### config.mk
export PLATFORM = sky130hd
export DESIGN_NAME = preemptive_priority_scheduler_flat
export DESIGN_NICKNAME = d
export VERILOG_FILES = /design/src/hw/rtl/pps_pkg.sv /design/src/hw/rtl/pps_in_if.sv /design/src/hw/rtl/pps_out_if.sv /design/src/hw/rtl/pps_ctrl.sv /design/src/hw/rtl/pps_datapath.sv /design/src/hw/rtl/preemptive_priority_scheduler.sv /design/src/flat_wrapper.sv
export VERILOG_INCLUDE_DIRS = /design/src /design/src/hw/rtl
export SDC_FILE = /design/constraint.sdc
export NUM_CORES = 1
export LEC_CHECK = 0
export BUFFER_PORTS_ARGS = -buffer_cell sky130_fd_sc_hd__clkbuf_2
export CORE_MARGIN = 2
export CORE_UTILIZATION = 45
export CTS_CLUSTER_DIAMETER = 30
export CTS_CLUSTER_SIZE = 16
export DETAILED_ROUTE_END_ITERATION = 10
export PLACE_DENSITY_LB_ADDON = 0.25
export SLEW_MARGIN = 20
export SYNTH_ARGS = -nofsm -noshare
export SYNTH_HDL_FRONTEND = slang
export SYNTH_SLANG_ARGS = --single-unit
### constraint.sdc
create_clock -name clk -period 15.6 [get_ports clk]
set_clock_uncertainty 0.2 [all_clocks]
set_input_delay 1.56 -clock clk [delete_from_list [all_inputs] [get_ports clk]]
set_output_delay 1.56 -clock clk [all_outputs]
set_load 0.01 [all_outputs]
### src/hw/rtl/preemptive_priority_scheduler_assert.svh
// ----------------------------------------------------------------------------
// Assertion macros for the preemptive priority scheduler
// Short forms for the concurrent checks used inside the RTL datapath module.
// ----------------------------------------------------------------------------
`ifndef PREEMPTIVE_PRIORITY_SCHEDULER_ASSERT_SVH
`define PREEMPTIVE_PRIORITY_SCHEDULER_ASSERT_SVH

// The condition must hold in the same cycle as the trigger.
`define PPS_ASSERT_IMP(lbl, ante, cons, msg) \
  lbl: assert property (@(posedge clk) disable iff (rst) (ante) |-> (cons)) \
    else $error(msg);

// The condition must hold in the cycle after the trigger.
`define PPS_ASSERT_NEXT(lbl, ante, cons, msg) \
  lbl: assert property (@(posedge clk) disable iff (rst) (ante) |=> (cons)) \
    else $error(msg);

`endif

### src/hw/rtl/pps_pkg.sv
// ----------------------------------------------------------------------------
// pps_pkg
// Types, codes and constants shared by the priority scheduler modules.
// ----------------------------------------------------------------------------
package pps_pkg;

  localparam int PPS_MAX_PROCS = 16;

  localparam logic FUNC_LOAD = 1'b0;
  localparam logic FUNC_TICK = 1'b1;

  typedef struct packed {
    logic        func;
    logic [3:0]  slot;
    logic [15:0] arrival_time;
    logic [15:0] burst_length;
    logic [7:0]  priority_req;
  } pps_in_t;

  typedef struct packed {
    logic        idle;
    logic [3:0]  ran_slot;
    logic        finished;
    logic [31:0] finish_time;
    logic        all_done;
  } pps_out_t;

  // One row of the process table.
  typedef struct packed {
    logic [15:0] arr;
    logic [15:0] rem;
    logic [7:0]  pri;
  } pps_row_t;

  typedef enum logic [1:0] {
    ST_IDLE,
    ST_SCAN,
    ST_FINISH
  } pps_state_t;

  typedef struct packed {
    logic load;
    logic start;
    logic scan;
    logic commit;
  } pps_cmd_t;

  typedef struct packed {
    logic scan_done;
    logic out_busy;
  } pps_status_t;

endpackage

### src/hw/rtl/pps_in_if.sv
// ----------------------------------------------------------------------------
// pps_in_if
// Input channel of the scheduler: load and tick transactions.
// ----------------------------------------------------------------------------
interface pps_in_if import pps_pkg::*; ();
  logic    valid;
  logic    ready;
  pps_in_t data;

  modport source (output valid, output data, input ready);
  modport sink (input valid, input data, output ready);
endinterface

### src/hw/rtl/pps_out_if.sv
// ----------------------------------------------------------------------------
// pps_out_if
// Result channel of the scheduler: one transaction per tick.
// ----------------------------------------------------------------------------
interface pps_out_if import pps_pkg::*; ();
  logic     valid;
  logic     ready;
  pps_out_t data;

  modport source (output valid, output data, input ready);
  modport sink (input valid, input data, output ready);
endinterface

### src/hw/rtl/pps_ctrl.sv
// ----------------------------------------------------------------------------
// pps_ctrl
// Sequencer for the scheduler: accepts transactions, runs the slot scan and
// commits the tick result.
// ----------------------------------------------------------------------------
module pps_ctrl import pps_pkg::*; (
  input  logic        clk,
  input  logic        rst,
  input  logic        in_valid,
  input  logic        in_func,
  output logic        in_ready,
  input  pps_status_t status,
  output pps_cmd_t    cmd
);

  pps_state_t state;
  pps_state_t state_next;

  always_ff @(posedge clk) begin
    if (rst) begin
      state <= ST_IDLE;
    end else begin
      state <= state_next;
    end
  end

  always_comb begin
    state_next = state;
    unique case (state)
      ST_IDLE: begin
        if (in_valid && (in_func == FUNC_TICK)) begin
          state_next = ST_SCAN;
        end
      end
      ST_SCAN: begin
        if (status.scan_done) begin
          state_next = ST_FINISH;
        end
      end
      ST_FINISH: begin
        if (!status.out_busy) begin
          state_next = ST_IDLE;
        end
      end
      default: state_next = ST_IDLE;
    endcase
  end

  always_comb begin
    in_ready   = 1'b0;
    cmd        = '0;
    unique case (state)
      ST_IDLE: begin
        in_ready  = 1'b1;
        cmd.load  = in_valid && (in_func == FUNC_LOAD);
        cmd.start = in_valid && (in_func == FUNC_TICK);
      end
      ST_SCAN: begin
        cmd.scan = 1'b1;
      end
      ST_FINISH: begin
        cmd.commit = !status.out_busy;
      end
      default: begin
        in_ready = 1'b0;
      end
    endcase
  end

endmodule

### src/hw/rtl/pps_datapath.sv
// ----------------------------------------------------------------------------
// pps_datapath
// Process table, one-slot-per-cycle selection unit, time counter and
// result register of the scheduler.
// ----------------------------------------------------------------------------
`include "preemptive_priority_scheduler_assert.svh"

module pps_datapath import pps_pkg::*; #(
  parameter int MAX_PROCS = PPS_MAX_PROCS
) (
  input  logic            clk,
  input  logic            rst,
  input  logic            cfg_we,
  input  logic [4:0]      cfg_wdata,
  input  pps_in_t         in_data,
  input  pps_cmd_t        cmd,
  output pps_status_t     status,
  pps_out_if.source       sched_out
);

  localparam int IW = $clog2(MAX_PROCS);
  localparam int CW = $clog2(MAX_PROCS + 1);

  // Table memory; arrival and priority are meaningful only once loaded.
  pps_row_t               mem [MAX_PROCS];
  logic [MAX_PROCS-1:0]   loaded;

  logic [4:0]    process_count;
  logic [31:0]   time_counter;
  logic [CW-1:0] scan_cnt;
  logic [CW-1:0] nz_count;
  logic [CW-1:0] used;
  logic          rd_pending;
  logic [IW-1:0] rd_idx;
  pps_row_t      rd_row;
  logic          rd_loaded;

  logic          found;
  logic [IW-1:0] best_idx;
  logic [15:0]   best_arr;
  logic [15:0]   best_rem;
  logic [7:0]    best_pri;

  logic          out_vld;
  pps_out_t      out_data;

  logic [8:0]    slot_ext;
  logic          slot_ok;
  logic          issue;
  logic          live;
  logic          cand;
  logic          better;
  logic          take;
  logic          fin;
  logic          mem_we;
  logic [IW-1:0] mem_waddr;
  pps_row_t      mem_wdata;

  // A count above the table depth means the whole table.
  assign used = (9'(process_count) > 9'(MAX_PROCS)) ? CW'(MAX_PROCS) : CW'(process_count);

  assign slot_ext = 9'(in_data.slot);
  assign slot_ok  = slot_ext < 9'(MAX_PROCS);
  assign issue    = cmd.scan && (scan_cnt != used);

  // Evaluation of the row read in the previous cycle. A strict compare keeps
  // the lower slot on a full tie.
  assign live   = rd_pending && rd_loaded && (rd_row.rem != 16'd0);
  assign cand   = live && ({16'd0, rd_row.arr} <= time_counter);
  assign better = !found || (rd_row.pri < best_pri) ||
                  ((rd_row.pri == best_pri) && (rd_row.arr < best_arr));
  assign take   = cmd.scan && cand && better;

  assign fin = found && (best_rem == 16'd1);

  always_comb begin
    mem_we    = 1'b0;
    mem_waddr = best_idx;
    mem_wdata = '{arr: best_arr, rem: best_rem - 16'd1, pri: best_pri};
    if (cmd.load) begin
      mem_we    = slot_ok;
      mem_waddr = slot_ext[IW-1:0];
      mem_wdata = '{arr: in_data.arrival_time, rem: in_data.burst_length,
                    pri: in_data.priority_req};
    end else if (cmd.commit) begin
      mem_we = found;
    end
  end

  always_ff @(posedge clk) begin
    if (mem_we) begin
      mem[mem_waddr] <= mem_wdata;
    end
    if (issue) begin
      rd_row    <= mem[scan_cnt[IW-1:0]];
      rd_loaded <= loaded[scan_cnt[IW-1:0]];
      rd_idx    <= scan_cnt[IW-1:0];
    end
  end

  always_ff @(posedge clk) begin
    if (rst) begin
      process_count <= 5'd1;
      time_counter  <= '0;
      loaded        <= '0;
      scan_cnt      <= '0;
      nz_count      <= '0;
      rd_pending    <= 1'b0;
      found         <= 1'b0;
      out_vld       <= 1'b0;
    end else begin
      if (cfg_we) begin
        process_count <= cfg_wdata;
      end
      if (cmd.load && slot_ok) begin
        loaded[slot_ext[IW-1:0]] <= 1'b1;
      end
      if (cmd.start) begin
        scan_cnt   <= '0;
        nz_count   <= '0;
        rd_pending <= 1'b0;
        found      <= 1'b0;
      end else if (cmd.scan) begin
        rd_pending <= issue;
        if (issue) begin
          scan_cnt <= scan_cnt + CW'(1);
        end
        if (live) begin
          nz_count <= nz_count + CW'(1);
        end
        if (take) begin
          found <= 1'b1;
        end
      end
      if (cmd.commit) begin
        time_counter <= time_counter + 32'd1;
        out_vld      <= 1'b1;
      end else if (sched_out.ready) begin
        out_vld <= 1'b0;
      end
    end
  end

  always_ff @(posedge clk) begin
    if (take) begin
      best_idx <= rd_idx;
      best_arr <= rd_row.arr;
      best_rem <= rd_row.rem;
      best_pri <= rd_row.pri;
    end
    if (cmd.commit) begin
      out_data.idle        <= !found;
      out_data.ran_slot    <= found ? 4'(best_idx) : 4'd0;
      out_data.finished    <= fin;
      out_data.finish_time <= time_counter + 32'd1;
      out_data.all_done    <= (nz_count == CW'(fin));
    end
  end

  assign status.scan_done = scan_cnt == used;
  assign status.out_busy  = out_vld && !sched_out.ready;

  assign sched_out.valid = out_vld;
  assign sched_out.data  = out_data;

  `PPS_ASSERT_NEXT(a_commit_gives_result, cmd.commit, sched_out.valid, "commit left no result")
  `PPS_ASSERT_NEXT(a_time_steps_once, cmd.commit, time_counter == $past(time_counter) + 32'd1, "time counter did not advance by one")
  `PPS_ASSERT_IMP(a_pick_counted, cmd.commit && found, nz_count != '0, "picked process missing from live count")
  `PPS_ASSERT_IMP(a_pick_in_use, cmd.commit && found, CW'(best_idx) < used, "picked slot outside the slots in use")

endmodule

### src/hw/rtl/preemptive_priority_scheduler.sv
// ----------------------------------------------------------------------------
// preemptive_priority_scheduler
// Preemptive priority scheduler over a table of process slots.
// ----------------------------------------------------------------------------
// A load transaction writes one slot (arrival, burst, priority) and returns
// nothing; loads to a slot at or above MAX_PROCS are dropped. A tick
// transaction scans the slots in use (process_count, capped at MAX_PROCS)
// one per cycle through a single compare unit reading the table memory, so
// the time from accepting a tick to accepting the next transaction grows
// with the number of slots in use, limited by the one read port of the
// table. The result sits in an output register, so the next transaction is
// accepted while it waits; a tick only stalls if the previous result is
// still untaken when its own is ready. The table needs no clearing pass
// after reset: per-slot load flags make unloaded slots read as finished.
// ----------------------------------------------------------------------------
module preemptive_priority_scheduler import pps_pkg::*; #(
  parameter int MAX_PROCS = PPS_MAX_PROCS
) (
  input  logic       clk,
  input  logic       rst,
  input  logic       cfg_we,
  input  logic [4:0] cfg_wdata,
  pps_in_if.sink     sched_in,
  pps_out_if.source  sched_out
);

  pps_cmd_t    cmd;
  pps_status_t status;

  pps_ctrl u_ctrl (
    .clk      (clk),
    .rst      (rst),
    .in_valid (sched_in.valid),
    .in_func  (sched_in.data.func),
    .in_ready (sched_in.ready),
    .status   (status),
    .cmd      (cmd)
  );

  pps_datapath #(
    .MAX_PROCS (MAX_PROCS)
  ) u_datapath (
    .clk       (clk),
    .rst       (rst),
    .cfg_we    (cfg_we),
    .cfg_wdata (cfg_wdata),
    .in_data   (sched_in.data),
    .cmd       (cmd),
    .status    (status),
    .sched_out (sched_out)
  );

endmodule

### src/flat_wrapper.sv
// flat-port wrapper written by rule: the top's interface ports become plain ports
module preemptive_priority_scheduler_flat import pps_pkg::*;
#(
  parameter int MAX_PROCS = PPS_MAX_PROCS
)
  (clk, rst, cfg_we, cfg_wdata, sched_in_valid, sched_in_data, sched_in_ready, sched_out_valid, sched_out_data, sched_out_ready);
  pps_in_if sched_in_i ();
  pps_out_if sched_out_i ();
  input  logic clk;
  input  logic rst;
  input  logic cfg_we;
  input  logic [4:0] cfg_wdata;
  input wire logic [$bits(sched_in_i.valid)-1:0] sched_in_valid;
  input wire logic [$bits(sched_in_i.data)-1:0] sched_in_data;
  output wire logic [$bits(sched_in_i.ready)-1:0] sched_in_ready;
  output wire logic [$bits(sched_out_i.valid)-1:0] sched_out_valid;
  output wire logic [$bits(sched_out_i.data)-1:0] sched_out_data;
  input wire logic [$bits(sched_out_i.ready)-1:0] sched_out_ready;
  assign sched_in_i.valid = sched_in_valid;
  assign sched_in_i.data = sched_in_data;
  assign sched_in_ready = sched_in_i.ready;
  assign sched_out_valid = sched_out_i.valid;
  assign sched_out_data = sched_out_i.data;
  assign sched_out_i.ready = sched_out_ready;
  preemptive_priority_scheduler #(.MAX_PROCS(MAX_PROCS)) u_core (.clk(clk), .rst(rst), .cfg_we(cfg_we), .cfg_wdata(cfg_wdata), .sched_in(sched_in_i), .sched_out(sched_out_i));
endmodule
==> results.sh, run 1 <==
export IMPL_cp_start_kind="primary input"
export IMPL_fillers=5530
export IMPL_wirelength_um=72160
export IMPL_synth_edf_count=768
export IMPL_status="finished clean"
export IMPL_fin_crit_sh=0.2786
export IMPL_vias=16957
export IMPL_final_common_cell="edfxtp_1"
export IMPL_swShare=0.2125
export IMPL_synth_mux_area_frac=0.1411
export IMPL_initial_utilization=0.4542
export IMPL_crit_type="in -> reg"
export IMPL_hold_path_class="reg -> reg"
export IMPL_internal_power_uw=4653
export IMPL_design_area_um2=40260
export IMPL_syn_num_nets=1826
export IMPL_synth_async_reset_ratio=0
export IMPL_netlist_cell_type_count=53
export IMPL_path_max_fanout=31
export IMPL_ys_seq_area_frac=0.7370
export IMPL_syn_inst=1727
export IMPL_synth_compound_area_share=0.02126
export IMPL_synth_seq_cells=836
export IMPL_peakVddDrop_uv=140.8
export IMPL_yosys_area_top_type_share=0.6959
export IMPL_rsz0062_at_grt="no"
export IMPL_clk_path_buf_depth=3
export IMPL_r2r_start="u_core.u_datapath.rd_row[7]"
export IMPL_post_synth_xor_area_fraction=0.02035
export IMPL_overflow=0
export IMPL_post_cts_buffers=0
export IMPL_grt_pass1_wl_um=109800
export IMPL_cts_tree="built"
export IMPL_fin_nets=2055
export IMPL_dieArea_um2=75830
export IMPL_power_leakage_uw=0.01304
export IMPL_ioPinCount=96
export IMPL_ctsHoldBuffers=0
export IMPL_yosys_warnings=0
export IMPL_p_per_area_nw_per_um2=146.8
export IMPL_hold_viol=0
export IMPL_p_sw_uw=1256
export IMPL_drtAntennaViolNets=0
export IMPL_area_growth_pct=21.47
export IMPL_ys_flop_type="edfxtp_1"
export IMPL_min_delay_path_depth=0
export IMPL_setup_viol=0
export IMPL_crit_start="sched_in_data[44]"
export IMPL_reg2reg_depth=7
export IMPL_grt_max_degree=112
export IMPL_antenna_found_initial=0
export IMPL_finalNonFillerCells=3041
export IMPL_endpoint="u_core.u_datapath.mem[0][30]"
export IMPL_drv_cap=0
export IMPL_cts_htree_levels=4
export IMPL_core_area_um2=72960
export IMPL_worstSkewPairLatency_ns=0.73
export IMPL_synthSimpleGateAreaFrac=0.04795
export IMPL_place_area_um2=35070
export IMPL_numClockSinks=836
export IMPL_grt_pass1_vias=17871
export IMPL_die_x_um=275.4
export IMPL_final_util=0.5518
export IMPL_regArea_um2=24440
export IMPL_synth_area_um2=33140
export IMPL_rr_endpoint="u_core.u_datapath.best_pri[4]"
export IMPL_synthAdderAreaFrac=0.01661
export IMPL_clockRootBuffer="clkbuf_16"
export IMPL_max_freq_mhz=230.1
export IMPL_slew_violations=0
export IMPL_multi_input_area_um2=8358
export IMPL_dp_cells=2760
export IMPL_die_h_um=275.4
export IMPL_layout_drive_gt1_share=0.3074
export IMPL_row_count=99
export IMPL_drc=0
export IMPL_syn_mean_instance_area_um2=19.19
export IMPL_critPathArrivalTime_ns=4.48
export IMPL_final_cell_mix="768 x edfxtp_1, 205 x mux4_2, 154 x clkbuf_16"
export IMPL_yosysTopAreaCell="edfxtp_1"
export IMPL_gr_usage_all_layers=0.1970
export IMPL_slew_headroom=0.2604
export IMPL_ff2ff_setup_slack_ns=11.39
export IMPL_cp_end_kind="register"
export IMPL_fin_crit_ns=4.346
export IMPL_dp_final_hpwl_um=39640
export IMPL_gp_congestion=0.7862
export IMPL_synth_top_family_by_area="multiplexers"
export IMPL_yosys_top_cells_area="edfxtp_1 70%, mux4_2 14%, dfxtp_1 4.1%"
export IMPL_pwr_share_comb=0.030
export IMPL_seqPwrFrac=0.421
export IMPL_clk_pin_slew_ns=0.05
export IMPL_io_buffers=95
export IMPL_routedWlPerCell_um=23.73
export IMPL_clockPowerShare=0.548
export IMPL_viasPerCell=5.576
export IMPL_cp_required_ns=15.74
export IMPL_setup_tns_ns=0
export IMPL_first_pass_iters=5
export IMPL_cts_made_buffers=150
export IMPL_first_iter_violations=1636
export IMPL_post_cts_resized=0
export IMPL_diodes=0
export IMPL_worst_pin_slew_ns=1.101
sequential cells by signal, indices dropped and copies added (netlist names), 2 cells and up:
name / count
u_core.u_datapath.best_arr: 16
u_core.u_datapath.loaded: 16
u_core.u_datapath.scan_cnt: 5
u_core.u_datapath.mem: 640
u_core.u_datapath.nz_count: 5
u_core.u_datapath.time_counter: 32
u_core.u_ctrl.state: 2
u_core.u_datapath.best_pri: 8
u_core.u_datapath.best_idx: 4
u_core.u_datapath.rd_idx: 4
u_core.u_datapath.process_count: 5
u_core.u_datapath.rd_row: 40
u_core.u_datapath.best_rem: 16
u_core.u_datapath.sched_out.data: 39
worst max-delay path, stage by stage:
cell      delay [ns]
clkbuf_2        0.11
nand3b_1        0.70
nor3_1          0.75
a21oi_1         0.35
nor2_4          0.41
buf_4           0.56
metrics by stage:
| step | total power [uW] | worst slack (ns) | hold slack, ns |
|---|---|---|---|
| 4_1_cts | 5962 | 11.34 | 0.2128 |
| 6_report | 5909 | 11.25 | 0.2111 |
| 5_1_grt | 6088 | 11.13 | 0.2205 |
| 2_1_floorplan | 2646 | 10.06 | 0.2003 |
| 3_5_place_dp | 2714 | 10.56 | 0.2045 |
| 3_3_place_gp | 2706 | 10.69 | 0.2030 |
metal layers:
metal | up-vias | GRT usage | wire, um | part of all wire
li1 | 7484 | - | - | -
met1 | 8798 | 0.2676 | 30960 | 0.43
met2 | 555 | 0.3229 | 35750 | 0.50
met3 | 120 | 0.03845 | 4099 | 0.057
met4 | 0 | 0.06358 | 1356 | 0.019
met5 | - | 0 | 0 | 0
worst min path at each step:
stage,start,to,slack (ns)
2_1_floorplan,u_core.u_datapath.rd_idx[0],u_core.u_datapath.best_idx[0],0.20
3_3_place_gp,u_core.u_datapath.rd_idx[2],u_core.u_datapath.best_idx[2],0.20
3_5_place_dp,u_core.u_datapath.rd_idx[3],u_core.u_datapath.best_idx[3],0.20
4_1_cts,u_core.u_datapath.rd_idx[3],u_core.u_datapath.best_idx[3],0.21
5_1_grt,u_core.u_datapath.rd_idx[3],u_core.u_datapath.best_idx[3],0.22
6_report,u_core.u_datapath.rd_idx[3],u_core.u_datapath.best_idx[3],0.21
logic make-up (layout without fill, tap and decap cells):
group / after synthesis / in the layout
flops: 836 / 836
simple gates: 311 / 311
mux: 211 / 211
buf+inv: 126 / 481
compound gates: 122 / 122
xor+xnor: 77 / 77
fa+ha+maj: 44 / 44
area by class of cell:
cell class              instances  area share
flip-flops and latches        836      0.6070
multi-input cells             765      0.2076
clock buffers                 174     0.09809
well taps                     959     0.02981
clock inverters               104     0.02971
repair buffers                154     0.02322
inverters                      49    0.004569
cell usage after synthesis, types with 9 or more instances:
cell / number
buf_1: 14
nor2b_1: 9
and2_1: 11
xor2_1: 22
dfxtp_1: 68
nand3_1: 24
nor2_1: 89
ha_1: 44
xnor2_1: 55
o21ai_0: 43
nand2_1: 80
nor3_1: 10
clkbuf_1: 38
a21oi_1: 44
nor4_1: 12
edfxtp_1: 768
inv_1: 48
nand4_1: 30
mux4_2: 205
buf_2: 21
power groups by stage:
stage          sequential [uW]  clock, uW  combinational, uW
2_1_floorplan             2530          0                116
3_3_place_gp              2530          0                175
3_5_place_dp              2530          0                181
4_1_cts                   2490       3290                182
5_1_grt                   2490       3400                197
6_report                  2490       3240                180
(Power assumes the default switching activity.)
==> run 2: changes to the inputs <==
clock period = 3.9 ns   (was 15.6 ns; I/O delays follow)
==> results.sh, run 2 (synthesis gave the netlist of run 1 again) <==
export IMPL_status="finished clean"
export IMPL_fin_nets=2108
export IMPL_dp_final_hpwl_um=42160
export IMPL_fillers=5413
export IMPL_vias=17324
export IMPL_gr_usage_all_layers=0.2055
export IMPL_die_h_um=275.4
export IMPL_antenna_found_initial=1
export IMPL_cpPeakStageDelay_ns=0.44
export IMPL_cts_htree_levels=4
export IMPL_numClockSinks=836
export IMPL_p_sw_uw=4981
export IMPL_post_cts_resized=0
export IMPL_first_iter_violations=1592
export IMPL_area_growth_pct=23.80
export IMPL_crit_type="reg -> reg"
export IMPL_power_leakage_uw=0.01341
export IMPL_ioPinCount=96
export IMPL_diodes=0
export IMPL_clk_path_buf_depth=3
export IMPL_final_cell_mix="768 x edfxtp_1, 205 x mux4_2, 157 x clkbuf_16"
export IMPL_critical_path_top_delay_family="compound AO/OA/AOI/OAI gates"
export IMPL_drtAntennaViolNets=0
export IMPL_largest_register="u_core.u_datapath.mem"
export IMPL_critPathArrivalTime_ns=3.46
export IMPL_worst_pin_slew_ns=1.086
export IMPL_seqPwrFrac=0.417
export IMPL_p_per_area_nw_per_um2=581.7
export IMPL_setup_tns_ns=0
export IMPL_routedWlPerCell_um=24.40
export IMPL_grt_pass1_vias=18128
export IMPL_peakVddDrop_uv=554.8
export IMPL_drc=0
export IMPL_largest_reg_flops=640
export IMPL_layout_drive_gt1_share=0.3071
export IMPL_cp_start_kind="register"
export IMPL_internal_power_uw=18890
export IMPL_finalNonFillerCells=3095
export IMPL_timing_critical_path_buf_inv=1
export IMPL_cp_end_kind="register"
export IMPL_core_area_um2=72960
export IMPL_initial_utilization=0.4542
export IMPL_row_count=99
export IMPL_slew_violations=0
export IMPL_cp_required_ns=4.06
export IMPL_clk_pin_slew_ns=0.05
export IMPL_regArea_um2=24440
export IMPL_worstSkewPairLatency_ns=0.73
export IMPL_setup_ws_ns=0.5993
export IMPL_setup_viol=0
export IMPL_dieArea_um2=75830
export IMPL_final_common_cell="edfxtp_1"
export IMPL_clockPowerShare=0.550
export IMPL_overflow=0
export IMPL_fin_crit_sh=0.8463
export IMPL_max_freq_mhz=303.0
export IMPL_grt_max_degree=71
export IMPL_rsz0062_at_grt="no"
export IMPL_first_pass_iters=10
export IMPL_slew_headroom=0.2712
export IMPL_die_x_um=275.4
export IMPL_clockRootBuffer="clkbuf_16"
export IMPL_drv_cap=0
export IMPL_fin_crit_ns=3.301
export IMPL_path_max_fanout=28
export IMPL_post_place_ws_ns=0.5399
export IMPL_hold_viol=0
export IMPL_dp_cells=2783
export IMPL_io_buffers=95
export IMPL_swShare=0.2087
export IMPL_cts_made_buffers=150
export IMPL_grt_pass1_wl_um=113600
export IMPL_multi_input_area_um2=8354
export IMPL_gp_congestion=0.7846
export IMPL_hold_path_class="in -> reg"
export IMPL_slowest_stage="a2111oi_0"
export IMPL_pwr_share_comb=0.032
export IMPL_final_util=0.5623
export IMPL_crit_chain="ha_1, nand4_1, a2111oi_0, o21ai_0, a2111o_1, a221oi_4, buf_4"
export IMPL_viasPerCell=5.597
export IMPL_cts_tree="built"
export IMPL_wirelength_um=75520
run 2: area by class of cell:
class,count,share of cell area
sequential,836,0.5956
multi-input combinational,765,0.2036
clock buffer,184,0.09848
timing repair buffer,207,0.03959
tap,959,0.02925
clock inverter,95,0.02897
inverter,49,0.004483
run 2: per-stage QoR:
step                cell area [um^2]  hold WS, ns  total power, uW
finish                         41030      0.04250            23870
floorplan                      33160       0.2003            10580
global route                   41030      0.04803            24590
CTS                            41010     0.007796            24090
detailed placement             35460       0.2065            10880
global placement               35460       0.2046            10860
run 2: routing by layer:
| layer | share of wire | vias up | routed length, um | GRT usage |
|---|---|---|---|---|
| li1 | - | 7585 | - | - |
| met1 | 0.43 | 9025 | 32450 | 0.2827 |
| met2 | 0.49 | 594 | 37340 | 0.3358 |
| met3 | 0.057 | 120 | 4273 | 0.03549 |
| met4 | 0.019 | 0 | 1461 | 0.06799 |
| met5 | 0 | - | 0 | 0 |
run 2: power groups by stage:
stage	combinational [uW]	sequential, uW	clock [uW]
detailed placement	749	10100	0
CTS	779	9960	13300
finish	767	9960	13100
floorplan	463	10100	0
global placement	733	10100	0
global route	838	9960	13800
run 2: worst register-to-register path: stages, from the launching register on:
cell,delay [ns]
edfxtp_1,0.39
ha_1,0.32
nand4_1,0.28
a2111oi_0,0.45
o21ai_0,0.19
a2111o_1,0.36
a221oi_4,0.27
buf_4,0.44
run 2: path summary, 6_finish.rpt:
| kind | startpoint | end | slack [ns] | cells after the start |
|---|---|---|---|---|
| worst min register to register | u_core.u_datapath.rd_idx[2] | u_core.u_datapath.best_idx[2] | 0.21 | 0 |
| worst max-delay path | u_core.u_datapath.rd_row[5] | u_core.u_datapath.best_rem[15] | 0.60 | 7 |
| worst max register to register | u_core.u_datapath.rd_row[5] | u_core.u_datapath.best_rem[15] | 0.60 | 7 |
| worst min-delay path | sched_in_data[25] | u_core.u_datapath.mem[3][25] | 0.04 | 4 |
run 2: what timing repair did:
action	in CTS	in global routing
hold buffers	33	0
setup endpoints to repair	0	0
hold endpoints to repair	208	0
setup buffers	0	0
